--- config.mk ---
export PLATFORM = sky130hd
export DESIGN_NAME = byte_to_ascii_digit_dump_unit
export DESIGN_NICKNAME = d
export VERILOG_FILES = /design/src/rtl/btad_pkg.sv /design/src/rtl/btad_front.sv /design/src/rtl/btad_queue.sv /design/src/rtl/btad_back.sv /design/src/rtl/byte_to_ascii_digit_dump_unit.sv
export SDC_FILE = /design/constraint.sdc
export NUM_CORES = 1
export LEC_CHECK = 0
export ABC_AREA = 0
export BUFFER_PORTS_ARGS = -buffer_cell sky130_fd_sc_hd__buf_2
export CAP_MARGIN = 20
export CORE_UTILIZATION = 25
export CTS_CLUSTER_DIAMETER = 120
export CTS_CLUSTER_SIZE = 14
export DETAILED_ROUTE_END_ITERATION = 6
export PLACE_DENSITY = 0.38
export SYNTH_ARGS = -nofsm -noshare
export SYNTH_HDL_FRONTEND = slang
export SYNTH_SLANG_ARGS = --single-unit
--- constraint.sdc ---
create_clock -name clk -period 7.1 [get_ports clk]
set_input_delay 1.065 -clock clk [delete_from_list [all_inputs] [get_ports clk]]
set_output_delay 1.065 -clock clk [all_outputs]
set_load 0.03 [all_outputs]
--- src/rtl/btad_pkg.sv ---
// ----------------------------------------------------------------------------
// btad_pkg: shared types and constants of the byte to ASCII digit dump
// Character codes, digit mode codes, register indexes and the descriptor
// that travels from the front classifier to the character serializer.
// ----------------------------------------------------------------------------
package btad_pkg;

	// digit mode codes (digit_mode register)
	localparam logic [2:0] MODE_HEX = 3'd0;
	localparam logic [2:0] MODE_OCT = 3'd1;
	localparam logic [2:0] MODE_B4  = 3'd2;
	localparam logic [2:0] MODE_BIN = 3'd3;
	localparam logic [2:0] MODE_DEC = 3'd4;

	// configuration register indexes
	localparam int REG_IDX_W = 1;
	localparam logic [REG_IDX_W-1:0] REG_MODE = 1'b0;
	localparam logic [REG_IDX_W-1:0] REG_LINE = 1'b1;

	localparam int LINE_W = 12;
	localparam int COL_W  = 13;
	localparam logic [LINE_W-1:0] LINE_DEFAULT = 12'd64;
	localparam logic [LINE_W-1:0] LINE_MIN     = 12'd3;

	// input action codes
	localparam logic ACT_DATA  = 1'b0;
	localparam logic ACT_FLUSH = 1'b1;

	// ASCII codes
	localparam logic [6:0] CH_NL     = 7'd10;
	localparam logic [6:0] CH_SP     = 7'd32;
	localparam logic [6:0] CH_ZERO   = 7'd48;
	localparam logic [6:0] CH_LETTER = 7'd55;

	// descriptor queue depth
	localparam int QDEPTH = 4;

	// one accepted item, classified
	typedef struct packed {
		logic       flush;    // emit a single newline
		logic [2:0] mode;     // normalized digit mode
		logic [7:0] data;     // raw byte
		logic [1:0] hund;     // decimal hundreds digit
		logic [3:0] tens;     // decimal tens digit
		logic [3:0] ones;     // decimal units digit
		logic       nl;       // newline after the digits
		logic [3:0] last_idx; // index of the final character
	} desc_t;

	// digit value to ASCII, uppercase letters for ten and up
	function automatic logic [6:0] digit_char(input logic [3:0] v);
		digit_char = (v <= 4'd9) ? (CH_ZERO + 7'(v)) : (CH_LETTER + 7'(v));
	endfunction

endpackage

--- src/rtl/btad_front.sv ---
// ----------------------------------------------------------------------------
// btad_front: input classifier
// Accepts input beats, holds the configuration registers and the column
// count, and pushes one descriptor per item that produces characters.
// ----------------------------------------------------------------------------
module btad_front (
	input  logic                            clk,
	input  logic                            arst_n,
	input  logic                            s_tvalid,
	output logic                            s_tready,
	input  logic [7:0]                      s_tdata,   // data_byte
	input  logic                            s_tuser,   // action
	input  logic                            cfg_we,
	input  logic [btad_pkg::REG_IDX_W-1:0]  cfg_index,
	input  logic [btad_pkg::LINE_W-1:0]     cfg_wdata,
	input  logic                            q_full,
	output logic                            q_push,
	output btad_pkg::desc_t                 q_wdesc
);

	logic [2:0]                  mode_q;
	logic [btad_pkg::LINE_W-1:0] line_len_q;
	logic [btad_pkg::COL_W-1:0]  col_q;

	logic                        acc;
	logic                        is_flush;
	logic [2:0]                  mode_n;
	logic [3:0]                  nchar;
	logic [btad_pkg::LINE_W-1:0] limit;
	logic [btad_pkg::COL_W-1:0]  col_sum;
	logic                        nl;
	logic [1:0]                  hund;
	logic [7:0]                  rem;
	logic [14:0]                 tens_prod;
	logic [3:0]                  tens;
	logic [7:0]                  tens_x10;
	logic [3:0]                  ones;

	assign s_tready = !q_full;
	assign acc      = s_tvalid && !q_full;
	assign is_flush = (s_tuser == btad_pkg::ACT_FLUSH);

	// normalize the mode and get the character count
	always_comb begin
		case (mode_q)
			btad_pkg::MODE_OCT: begin
				mode_n = btad_pkg::MODE_OCT;
				nchar  = 4'd3;
			end
			btad_pkg::MODE_B4: begin
				mode_n = btad_pkg::MODE_B4;
				nchar  = 4'd4;
			end
			btad_pkg::MODE_BIN: begin
				mode_n = btad_pkg::MODE_BIN;
				nchar  = 4'd8;
			end
			btad_pkg::MODE_DEC: begin
				mode_n = btad_pkg::MODE_DEC;
				nchar  = 4'd4;
			end
			default: begin
				mode_n = btad_pkg::MODE_HEX;
				nchar  = 4'd2;
			end
		endcase
	end

	// line wrap decision
	assign limit   = (line_len_q < btad_pkg::LINE_MIN) ? btad_pkg::LINE_DEFAULT : line_len_q;
	assign col_sum = col_q + btad_pkg::COL_W'(nchar);
	assign nl      = (col_sum >= {1'b0, limit});

	// decimal digits: compare for hundreds, reciprocal multiply for tens
	always_comb begin
		if (s_tdata >= 8'd200) begin
			hund = 2'd2;
			rem  = s_tdata - 8'd200;
		end else if (s_tdata >= 8'd100) begin
			hund = 2'd1;
			rem  = s_tdata - 8'd100;
		end else begin
			hund = 2'd0;
			rem  = s_tdata;
		end
	end

	assign tens_prod = 15'(rem) * 15'd205;
	assign tens      = tens_prod[14:11];
	assign tens_x10  = {1'b0, tens, 3'b000} + {3'b000, tens, 1'b0};
	assign ones      = 4'(rem - tens_x10);

	// build the descriptor
	always_comb begin
		q_wdesc.flush    = is_flush;
		q_wdesc.mode     = mode_n;
		q_wdesc.data     = s_tdata;
		q_wdesc.hund     = hund;
		q_wdesc.tens     = tens;
		q_wdesc.ones     = ones;
		q_wdesc.nl       = nl;
		q_wdesc.last_idx = is_flush ? 4'd0 : (nchar - 4'd1 + 4'(nl));
	end

	// drop a flush on an empty line
	assign q_push = acc && !(is_flush && (col_q == '0));

	// hold configuration and column count
	always_ff @(posedge clk or negedge arst_n) begin
		if (!arst_n) begin
			mode_q     <= btad_pkg::MODE_HEX;
			line_len_q <= btad_pkg::LINE_DEFAULT;
			col_q      <= '0;
		end else begin
			if (cfg_we) begin
				case (cfg_index)
					btad_pkg::REG_MODE: mode_q     <= cfg_wdata[2:0];
					btad_pkg::REG_LINE: line_len_q <= cfg_wdata;
					default: ;
				endcase
			end
			if (acc) begin
				if (is_flush || nl) begin
					col_q <= '0;
				end else begin
					col_q <= col_sum;
				end
			end
		end
	end

endmodule

--- src/rtl/btad_queue.sv ---
// ----------------------------------------------------------------------------
// btad_queue: descriptor queue
// Short first-in first-out store between classifier and serializer.
// ----------------------------------------------------------------------------
module btad_queue (
	input  logic            clk,
	input  logic            arst_n,
	input  logic            push,
	input  btad_pkg::desc_t wdesc,
	output logic            full,
	input  logic            pop,
	output btad_pkg::desc_t rdesc,
	output logic            valid
);

	localparam int PTR_W = $clog2(btad_pkg::QDEPTH);
	localparam int CNT_W = $clog2(btad_pkg::QDEPTH + 1);

	btad_pkg::desc_t  ent_q [btad_pkg::QDEPTH];
	logic [PTR_W-1:0] wr_ptr_q;
	logic [PTR_W-1:0] rd_ptr_q;
	logic [CNT_W-1:0] cnt_q;
	logic             do_push;
	logic             do_pop;

	assign full    = (cnt_q == CNT_W'(btad_pkg::QDEPTH));
	assign valid   = (cnt_q != '0);
	assign do_push = push && !full;
	assign do_pop  = pop && valid;
	assign rdesc   = ent_q[rd_ptr_q];

	// store entries
	always_ff @(posedge clk) begin
		if (do_push) begin
			ent_q[wr_ptr_q] <= wdesc;
		end
	end

	// advance pointers and count
	always_ff @(posedge clk or negedge arst_n) begin
		if (!arst_n) begin
			wr_ptr_q <= '0;
			rd_ptr_q <= '0;
			cnt_q    <= '0;
		end else begin
			if (do_push) begin
				wr_ptr_q <= wr_ptr_q + 1'b1;
			end
			if (do_pop) begin
				rd_ptr_q <= rd_ptr_q + 1'b1;
			end
			case ({do_push, do_pop})
				2'b10:   cnt_q <= cnt_q + 1'b1;
				2'b01:   cnt_q <= cnt_q - 1'b1;
				default: cnt_q <= cnt_q;
			endcase
		end
	end

endmodule

--- src/rtl/btad_back.sv ---
// ----------------------------------------------------------------------------
// btad_back: character serializer
// Walks the head descriptor into the output register, one character per cycle
// while it is free or taken, and pops the descriptor with its final character.
// ----------------------------------------------------------------------------
module btad_back (
	input  logic            clk,
	input  logic            arst_n,
	input  logic            q_valid,
	input  btad_pkg::desc_t q_rdesc,
	output logic            q_pop,
	output logic            m_tvalid,
	input  logic            m_tready,
	output logic [7:0]      m_tdata,   // char_code, zero pad
	output logic            m_tlast    // last_of_run
);

	logic [3:0] idx_q;
	logic       m_valid_q;
	logic [6:0] m_char_q;
	logic       m_last_q;

	logic       adv;
	logic       is_last;
	logic [7:0] b4_sh;
	logic [3:0] v;
	logic [6:0] ch;

	assign is_last = (idx_q == q_rdesc.last_idx);
	assign adv     = q_valid && (!m_valid_q || m_tready);
	assign q_pop   = adv && is_last;
	assign b4_sh   = q_rdesc.data >> {~idx_q[1:0], 1'b0};

	// select the digit value for radix modes
	always_comb begin
		case (q_rdesc.mode)
			btad_pkg::MODE_OCT: begin
				case (idx_q)
					4'd0:    v = {2'b00, q_rdesc.data[7:6]};
					4'd1:    v = {1'b0, q_rdesc.data[5:3]};
					default: v = {1'b0, q_rdesc.data[2:0]};
				endcase
			end
			btad_pkg::MODE_B4:  v = {2'b00, b4_sh[1:0]};
			btad_pkg::MODE_BIN: v = {3'b000, q_rdesc.data[~idx_q[2:0]]};
			default:            v = idx_q[0] ? q_rdesc.data[3:0] : q_rdesc.data[7:4];
		endcase
	end

	// pick the character
	always_comb begin
		if (q_rdesc.flush || (q_rdesc.nl && is_last)) begin
			ch = btad_pkg::CH_NL;
		end else if (q_rdesc.mode == btad_pkg::MODE_DEC) begin
			case (idx_q)
				4'd0: begin
					ch = (q_rdesc.hund != 2'd0) ?
						(btad_pkg::CH_ZERO + 7'(q_rdesc.hund)) : btad_pkg::CH_SP;
				end
				4'd1: begin
					ch = ((q_rdesc.hund != 2'd0) || (q_rdesc.tens != 4'd0)) ?
						(btad_pkg::CH_ZERO + 7'(q_rdesc.tens)) : btad_pkg::CH_SP;
				end
				4'd2:    ch = btad_pkg::CH_ZERO + 7'(q_rdesc.ones);
				default: ch = btad_pkg::CH_SP;
			endcase
		end else begin
			ch = btad_pkg::digit_char(v);
		end
	end

	// advance the character index and load the output register
	always_ff @(posedge clk or negedge arst_n) begin
		if (!arst_n) begin
			idx_q     <= '0;
			m_valid_q <= 1'b0;
		end else begin
			if (adv) begin
				idx_q     <= is_last ? 4'd0 : (idx_q + 4'd1);
				m_valid_q <= 1'b1;
			end else if (m_tready) begin
				m_valid_q <= 1'b0;
			end
		end
	end

	always_ff @(posedge clk) begin
		if (adv) begin
			m_char_q <= ch;
			m_last_q <= is_last;
		end
	end

	assign m_tvalid = m_valid_q;
	assign m_tdata  = {1'b0, m_char_q};
	assign m_tlast  = m_last_q;

endmodule

--- src/rtl/byte_to_ascii_digit_dump_unit.sv ---
// ----------------------------------------------------------------------------
// byte_to_ascii_digit_dump_unit: byte to ASCII digit dump with line wrap
// Start: the descriptor is queued, then the first character is registered.
// Throughput: one character per cycle while the output is taken; a data byte
//   gives 2 to 9 characters (digits plus an optional newline), a flush 1 or 0.
// Input beats are taken every cycle while the 4-entry descriptor queue has room.
// Reset: clears queue, output valid, column count; hex mode, line 64.
// ----------------------------------------------------------------------------
module byte_to_ascii_digit_dump_unit (
	input  logic                           clk,
	input  logic                           arst_n,
	input  logic                           s_tvalid,
	output logic                           s_tready,
	input  logic [7:0]                     s_tdata,   // data_byte
	input  logic                           s_tuser,   // action
	output logic                           m_tvalid,
	input  logic                           m_tready,
	output logic [7:0]                     m_tdata,   // char_code, zero pad
	output logic                           m_tlast,   // last_of_run
	input  logic                           cfg_we,
	input  logic [btad_pkg::REG_IDX_W-1:0] cfg_index,
	input  logic [btad_pkg::LINE_W-1:0]    cfg_wdata
);

	logic            q_full;
	logic            q_push;
	logic            q_pop;
	logic            q_valid;
	btad_pkg::desc_t q_wdesc;
	btad_pkg::desc_t q_rdesc;

	// classify input beats
	btad_front u_front (
		.clk       (clk),
		.arst_n    (arst_n),
		.s_tvalid  (s_tvalid),
		.s_tready  (s_tready),
		.s_tdata   (s_tdata),
		.s_tuser   (s_tuser),
		.cfg_we    (cfg_we),
		.cfg_index (cfg_index),
		.cfg_wdata (cfg_wdata),
		.q_full    (q_full),
		.q_push    (q_push),
		.q_wdesc   (q_wdesc)
	);

	// decouple front and back
	btad_queue u_queue (
		.clk    (clk),
		.arst_n (arst_n),
		.push   (q_push),
		.wdesc  (q_wdesc),
		.full   (q_full),
		.pop    (q_pop),
		.rdesc  (q_rdesc),
		.valid  (q_valid)
	);

	// serialize characters
	btad_back u_back (
		.clk      (clk),
		.arst_n   (arst_n),
		.q_valid  (q_valid),
		.q_rdesc  (q_rdesc),
		.q_pop    (q_pop),
		.m_tvalid (m_tvalid),
		.m_tready (m_tready),
		.m_tdata  (m_tdata),
		.m_tlast  (m_tlast)
	);

`ifndef SYNTH
	// a newline always closes a run
	a_nl_last: assert property (@(posedge clk) disable iff (!arst_n)
		(m_tvalid && (m_tdata[6:0] == btad_pkg::CH_NL)) |-> m_tlast)
		else $error("newline beat without tlast");

	// a run in flight keeps its descriptor at the queue head
	a_run_held: assert property (@(posedge clk) disable iff (!arst_n)
		(m_tvalid && !m_tlast) |-> q_valid)
		else $error("descriptor popped before its last character");

	// a full queue stalls the input
	a_full_stall: assert property (@(posedge clk) disable iff (!arst_n)
		q_full |-> (!s_tready && q_valid))
		else $error("input taken with full queue");
`endif

endmodule
==> flow_summary.ini, run 1 <==
[outcome]
status = finished, final reports clean

[placement]
io_buffers = 36
dp_cells = 1131
routabilityCongestion = 0.832
dp_hpwl_um = 13700

[clock_network]
htreeDepth = 4
cts-resized-gates = 0
postCtsSetupBuffers = 0
worstSkewPairLatency_ps = 430
cts_inserted_buffers = 17
clk_pin_slew_ps = 70
ctsRootBufferMaster = clkbuf_16
cts.sink_count = 156
hold_buffers = 0
ctsLongestPathBuffers = 2
tritoncts = yes

[floorplanning]
die_w_um = 188
io_pins = 38
coreArea_sq_um = 33800
die_h_um = 188
rows = 67
die-area_sq_um = 35400
initial_core_util_pct = 25.6

[global_route]
grt_pass1_wl_um = 31000
overflow = 0
grt_pass1_vias = 5589
antenna_found_initial = 0
grt_max_degree = 41
grt_usage_pct = 11.4

[drt]
vias = 5200
ant_nets = 0
first_iter_violations = 295
drc = 0
drt_wl_total_um = 19100
drt_pass1_iterations = 4
drt-wirelength-per-cell_um = 16.4
vias_per_cell = 4.47

[logic_synthesis]
synth_top_family_by_area = adder cells
synth_fa_ha_area_share_pct = 14.1
synth_area_per_cell_sq_um = 13.4
ys_seq_area_share_pct = 51.8
synthTopCellsByArea = edfxtp_1 40%, dfrtp_1 11%, ha_1 11%
synth-seq-cells = 156
yosysWarnings = 0
synthSimpleGateAreaFrac_pct = 7.97
synth-edff-count = 116
synth.distinct_cells = 70
ys.flop_type = edfxtp_1
yosysTopAreaCellShare_pct = 40.2
syn_area_sq_um = 8660
syn-instance-count = 647
synthMuxAreaShare_pct = 10.4
synth_compound_area_share_pct = 7.77
synthArstFlopShare_pct = 25.6
synth_nets = 764
synth-xor-area-share_pct = 3.64
synth_top_area_cell = edfxtp_1

[critical_path]
reg2reg_to = u_queue.ent_q[3][1]
r2r_start = u_front.mode_q[2]
crit_top_cell = ha_1
critPathTopFamily = adder cells
r2r_cells = 19
cp.required_ps = 7260
crit_buf_inv = 5
cp.depth = 27
crit_slowest_cell = fa_1
worst-path-max-fanout = 4
worstSetupPathType = in -> reg
r2r_setup_slack_ps = 2340
startpoint_type = input pin
cp-end-kind = flip-flop
cp.arrival_ps = 6690
critPathMaxStageDelay_ps = 560
cp-endpoint = u_queue.ent_q[1][8]
critPathLaunch = s_tdata[2]

[power_and_ir_drop]
peakVddDrop_v = 0.000191
p_leak_nw = 4.11
powerDensity_nw_per_um2 = 421

[final_layout]
diodes = 0
drive_above_1_share_pct = 20.3
stdcell_count = 1164
layout.cells.most_common_list = 116 x edfxtp_1, 77 x ha_1, 71 x inv_1, 38 x dfrtp_1, 37 x nand2_1
final_nets = 820
final_core_util_pct = 29.8
area_growth_syn_to_layout_pct = 16.1
final_common_cell = edfxtp_1
fillers = 3399

[timing]
clock.fmax_mhz = 153
rsz0062_at_grt = no
finalSetupViolations = 0
fin_skew_ps = 12.2
hold_slack_ps = 515
slew_headroom_pct = 44.0
drv_slew = 0
timing.final.crit_share_pct = 92.1
timing_worst_slew_pin_value_ps = 840
hold_viol_final = 0
period_needed_ps = 6540

[worst_hold_path]
hp-class = reg -> reg

[flow_run]
cap_violations = 0
worst min path at each step:
| stage | cells after the start | slack [ps] | from | end |
|---|---|---|---|---|
| 2_1_floorplan | 1 | 480 | u_queue.cnt_q[2] | u_queue.cnt_q[2] |
| 3_3_place_gp | 1 | 500 | u_queue.cnt_q[2] | u_queue.cnt_q[2] |
| 3_5_place_dp | 1 | 500 | u_queue.cnt_q[2] | u_queue.cnt_q[2] |
| 4_1_cts | 1 | 520 | u_queue.cnt_q[2] | u_queue.cnt_q[2] |
| 5_1_grt | 1 | 520 | arst_n | u_back.m_tvalid |
| 6_report | 1 | 510 | u_queue.cnt_q[2] | u_queue.cnt_q[2] |
worst reg2reg max path, delay by kind of cell, from the launching register on:
kind | cells | cell delay [ps]
compound gates | 5 | 1410
simple gates | 8 | 1280
fa+ha+maj | 4 | 1110
flops | 1 | 430
xor+xnor | 1 | 260
buf+inv | 1 | 90
synthesized netlist by cell type, types with 11 or more instances:
| cell | instances |
|---|---|
| edfxtp_1 | 116 |
| a22o_1 | 12 |
| a21oi_1 | 16 |
| and3_1 | 11 |
| xor2_1 | 14 |
| ha_1 | 77 |
| xnor2_1 | 22 |
| inv_1 | 71 |
| fa_1 | 13 |
| nand2_1 | 37 |
| and2_1 | 12 |
| mux4_2 | 26 |
| nor2_1 | 28 |
| mux2_2 | 16 |
| o21ai_0 | 16 |
| dfrtp_1 | 39 |
sequential cells by signal, indices dropped and copies added (netlist names):
signal              cells
u_back.idx_q            4
u_queue.rd_ptr_q        2
u_queue.cnt_q           3
u_back.m_tlast          1
u_front.col_q          13
u_back.m_tvalid         1
u_queue.ent_q         108
u_back.m_char_q         7
u_queue.wr_ptr_q        2
u_front.line_len_q     12
u_front.mode_q          3
cell type report:
cell class / count / area [sq um] / share of cell area, %
clock buffer: 17 / 425 / 4.23
clock inverter: 15 / 154 / 1.53
inverter: 73 / 274 / 2.73
multi-input combinational: 402 / 3830 / 38.1
sequential: 156 / 4490 / 44.6
tap: 448 / 561 / 5.57
timing repair buffer: 53 / 320 / 3.19
per-layer routing:
metal,global-route usage (%),share of wire [%]
met5,0,0
met4,3.63,0.86
met3,2.15,2.5
met2,17.7,46
met1,15.9,51
kinds of logic after synthesis:
kind of cell / after synthesis
flops: 156
compound gates: 93
buf+inv: 89
xor+xnor: 36
other cells: 1
fa+ha+maj: 90
simple gates: 133
mux: 49
power breakdown:
group | internal (mW) | switching (mW)
sequential | 1.35 | 0.120
combinational | 0.776 | 1.09
clock | 0.496 | 0.398
stage by stage:
step	setup WS [ps]	instance area (sq um)	power, mW	TNS, ps
3_3_place_gp	186	9430	3.31	0
2_1_floorplan	211	8660	2.83	0
5_1_grt	59.2	10100	4.57	0
3_5_place_dp	-68.2	9430	3.36	-273
6_report	563	10100	4.23	0
4_1_cts	345	10000	4.28	0
Note: power is estimated with default switching activity, not from simulation.
==> inputs of run 2 (changes only) <==
- CORE_ASPECT_RATIO: default -> 0.9
==> run 2 against run 1 <==
Sequential share of layout area increased by 0.057 points. Sequential power about the same. Flip-flop and latch count unchanged. Routed wire length increased by 4.1%. Count of clock-buffer cells in the layout increased by 1. Critical path depth increased by 1.
==> flow_summary.ini, run 2 (synthesized netlist as in run 1, its figures left out) <==
[power_and_ir_drop]
peakVddDrop_v = 0.000180
powerDensity_nw_per_um2 = 419
p_leak_nw = 4.11

[global_route]
use_met2_pct = 17.0
antenna_found_initial = 0
overflow = 0
grt_pass1_wl_um = 31200
grt_pass1_vias = 5389
grt_usage_pct = 11.8
busiest_layer = met1
grt_max_degree = 41
grt_use_met3_pct = 2.17
use_met1_pct = 17.8

[drt]
drt-wirelength-per-cell_um = 16.8
drt_pass1_iterations = 4
ant_nets = 0
vias = 5310
drt_wl_total_um = 19900
first_iter_violations = 319
drc = 0
vias_per_cell = 4.50

[clock_network]
cts.sink_count = 156
tritoncts = yes
ctsRootBufferMaster = clkbuf_16
cts_inserted_buffers = 17
htreeDepth = 4
worstSkewPairLatency_ps = 430
clk_pin_slew_ps = 60
postCtsSetupBuffers = 0
hold_buffers = 0
ctsLongestPathBuffers = 2

[placement]
io_buffers = 36
dp_hpwl_um = 14300
routabilityCongestion = 0.854
place_ws_ps = -28.6
dp_cells = 1148

[final_layout]
diodes = 0
final_nets = 823
area_growth_syn_to_layout_pct = 16.0
largest_reg_flops = 108
stdcell_count = 1181
layout.cells.most_common_list = 116 x edfxtp_1, 77 x ha_1, 71 x inv_1, 37 x nand2_1, 37 x dfrtp_1
reg_top3 = u_queue.ent_q (108), u_front.col_q (13), u_front.line_len_q (12)
multiInputGateArea_sq_um = 3820
regArea_sq_um = 4490
top_register = u_queue.ent_q
drive_above_1_share_pct = 20.6
final_common_cell = edfxtp_1
fillers = 3443

[critical_path]
cp-end-kind = flip-flop
worst-path-max-fanout = 4
critPathMaxStageDelay_ps = 530
crit_top_cell = inv_1
worstSetupPathType = in -> reg
cp.required_ps = 7250
crit_buf_inv = 6
cp.arrival_ps = 6740
critPathTopFamily = adder cells
r2r_start = u_front.mode_q[0]
critPathLaunch = s_tdata[2]
startpoint_type = input pin
crit_slowest_cell = fa_1

[floorplanning]
coreArea_sq_um = 34000
io_pins = 38
die-area_sq_um = 35400
die_h_um = 179
die_w_um = 198
initial_core_util_pct = 25.5
rows = 64

[timing]
period_needed_ps = 6580
rsz0062_at_grt = no
slew_headroom_pct = 42.3
fin_skew_ps = 21.0
hold_viol_final = 0
timing_worst_slew_pin_value_ps = 865
drv_slew = 0
timing.final.crit_share_pct = 92.7
postLayoutSetupSlackWorst_ps = 516
setup-tns-final_ps = 0
clock.fmax_mhz = 152
finalSetupViolations = 0

[flow_run]
cap_violations = 0

[outcome]
status = finished, final reports clean

[worst_hold_path]
hp-class = in -> async
[run 2: per-layer routing]
layer  part of all wire (%)  vias to the layer above
met4                    1.3                        0
met3                    3.4                       16
met2                     42                       90
li1                       -                     2506
met1                     53                     2698
met5                      0                        -
[run 2: worst paths after layout]
path                                         end  slack, ps  depth (start not counted)
max in group asynchronous  u_front.line_len_q[6]       6150                          2
max                          u_queue.ent_q[3][8]        520                         28
max reg2reg                  u_queue.ent_q[1][1]       2270                         19
min in group clk                u_queue.cnt_q[2]        520                          1
min reg2reg                     u_queue.cnt_q[2]        520                          1
min                             u_queue.cnt_q[0]        460                          1
[run 2: worst register-to-register path: cells and delay by family (launching register included)]
kind            cells  cell delay [ps]
compound gates      5             1380
xor+xnor            1              250
fa+ha+maj           4             1120
buf+inv             1              110
flops               1              410
simple gates        8             1360
[run 2: repair_timing]
| action | 4_1_cts | 5_1_grt |
|---|---|---|
| gates resized for setup | 0 | 2 |
| hold endpoints to repair | 0 | 0 |
| setup endpoints to repair | 0 | 4 |
[run 2: final cells by class]
class                      instances  area share [%]
clock buffer                      18            4.29
clock inverter                    14            1.06
inverter                          73            2.73
multi-input combinational        402            38.1
sequential                       156            44.7
tap                              462            5.75
timing repair buffer              56            3.41
[run 2: per-stage QoR]
step | total power [mW] | utilization, % | cell area (sq um) | hold WS (ps)
floorplan | 2.83 | - | 8660 | 477
global placement | 3.34 | 27.8 | 9480 | 498
detailed placement | 3.39 | 27.8 | 9480 | 511
CTS | 4.25 | 29.4 | 10000 | 518
global route | 4.54 | 29.5 | 10000 | 443
finish | 4.21 | 29.5 | 10000 | 465
[run 2: where the power goes]
part | internal [mW] | switching (mW) | leakage (nW)
logic | 0.783 | 1.10 | 2.27
registers | 1.35 | 0.120 | 1.57
clock network | 0.455 | 0.392 | 0.270
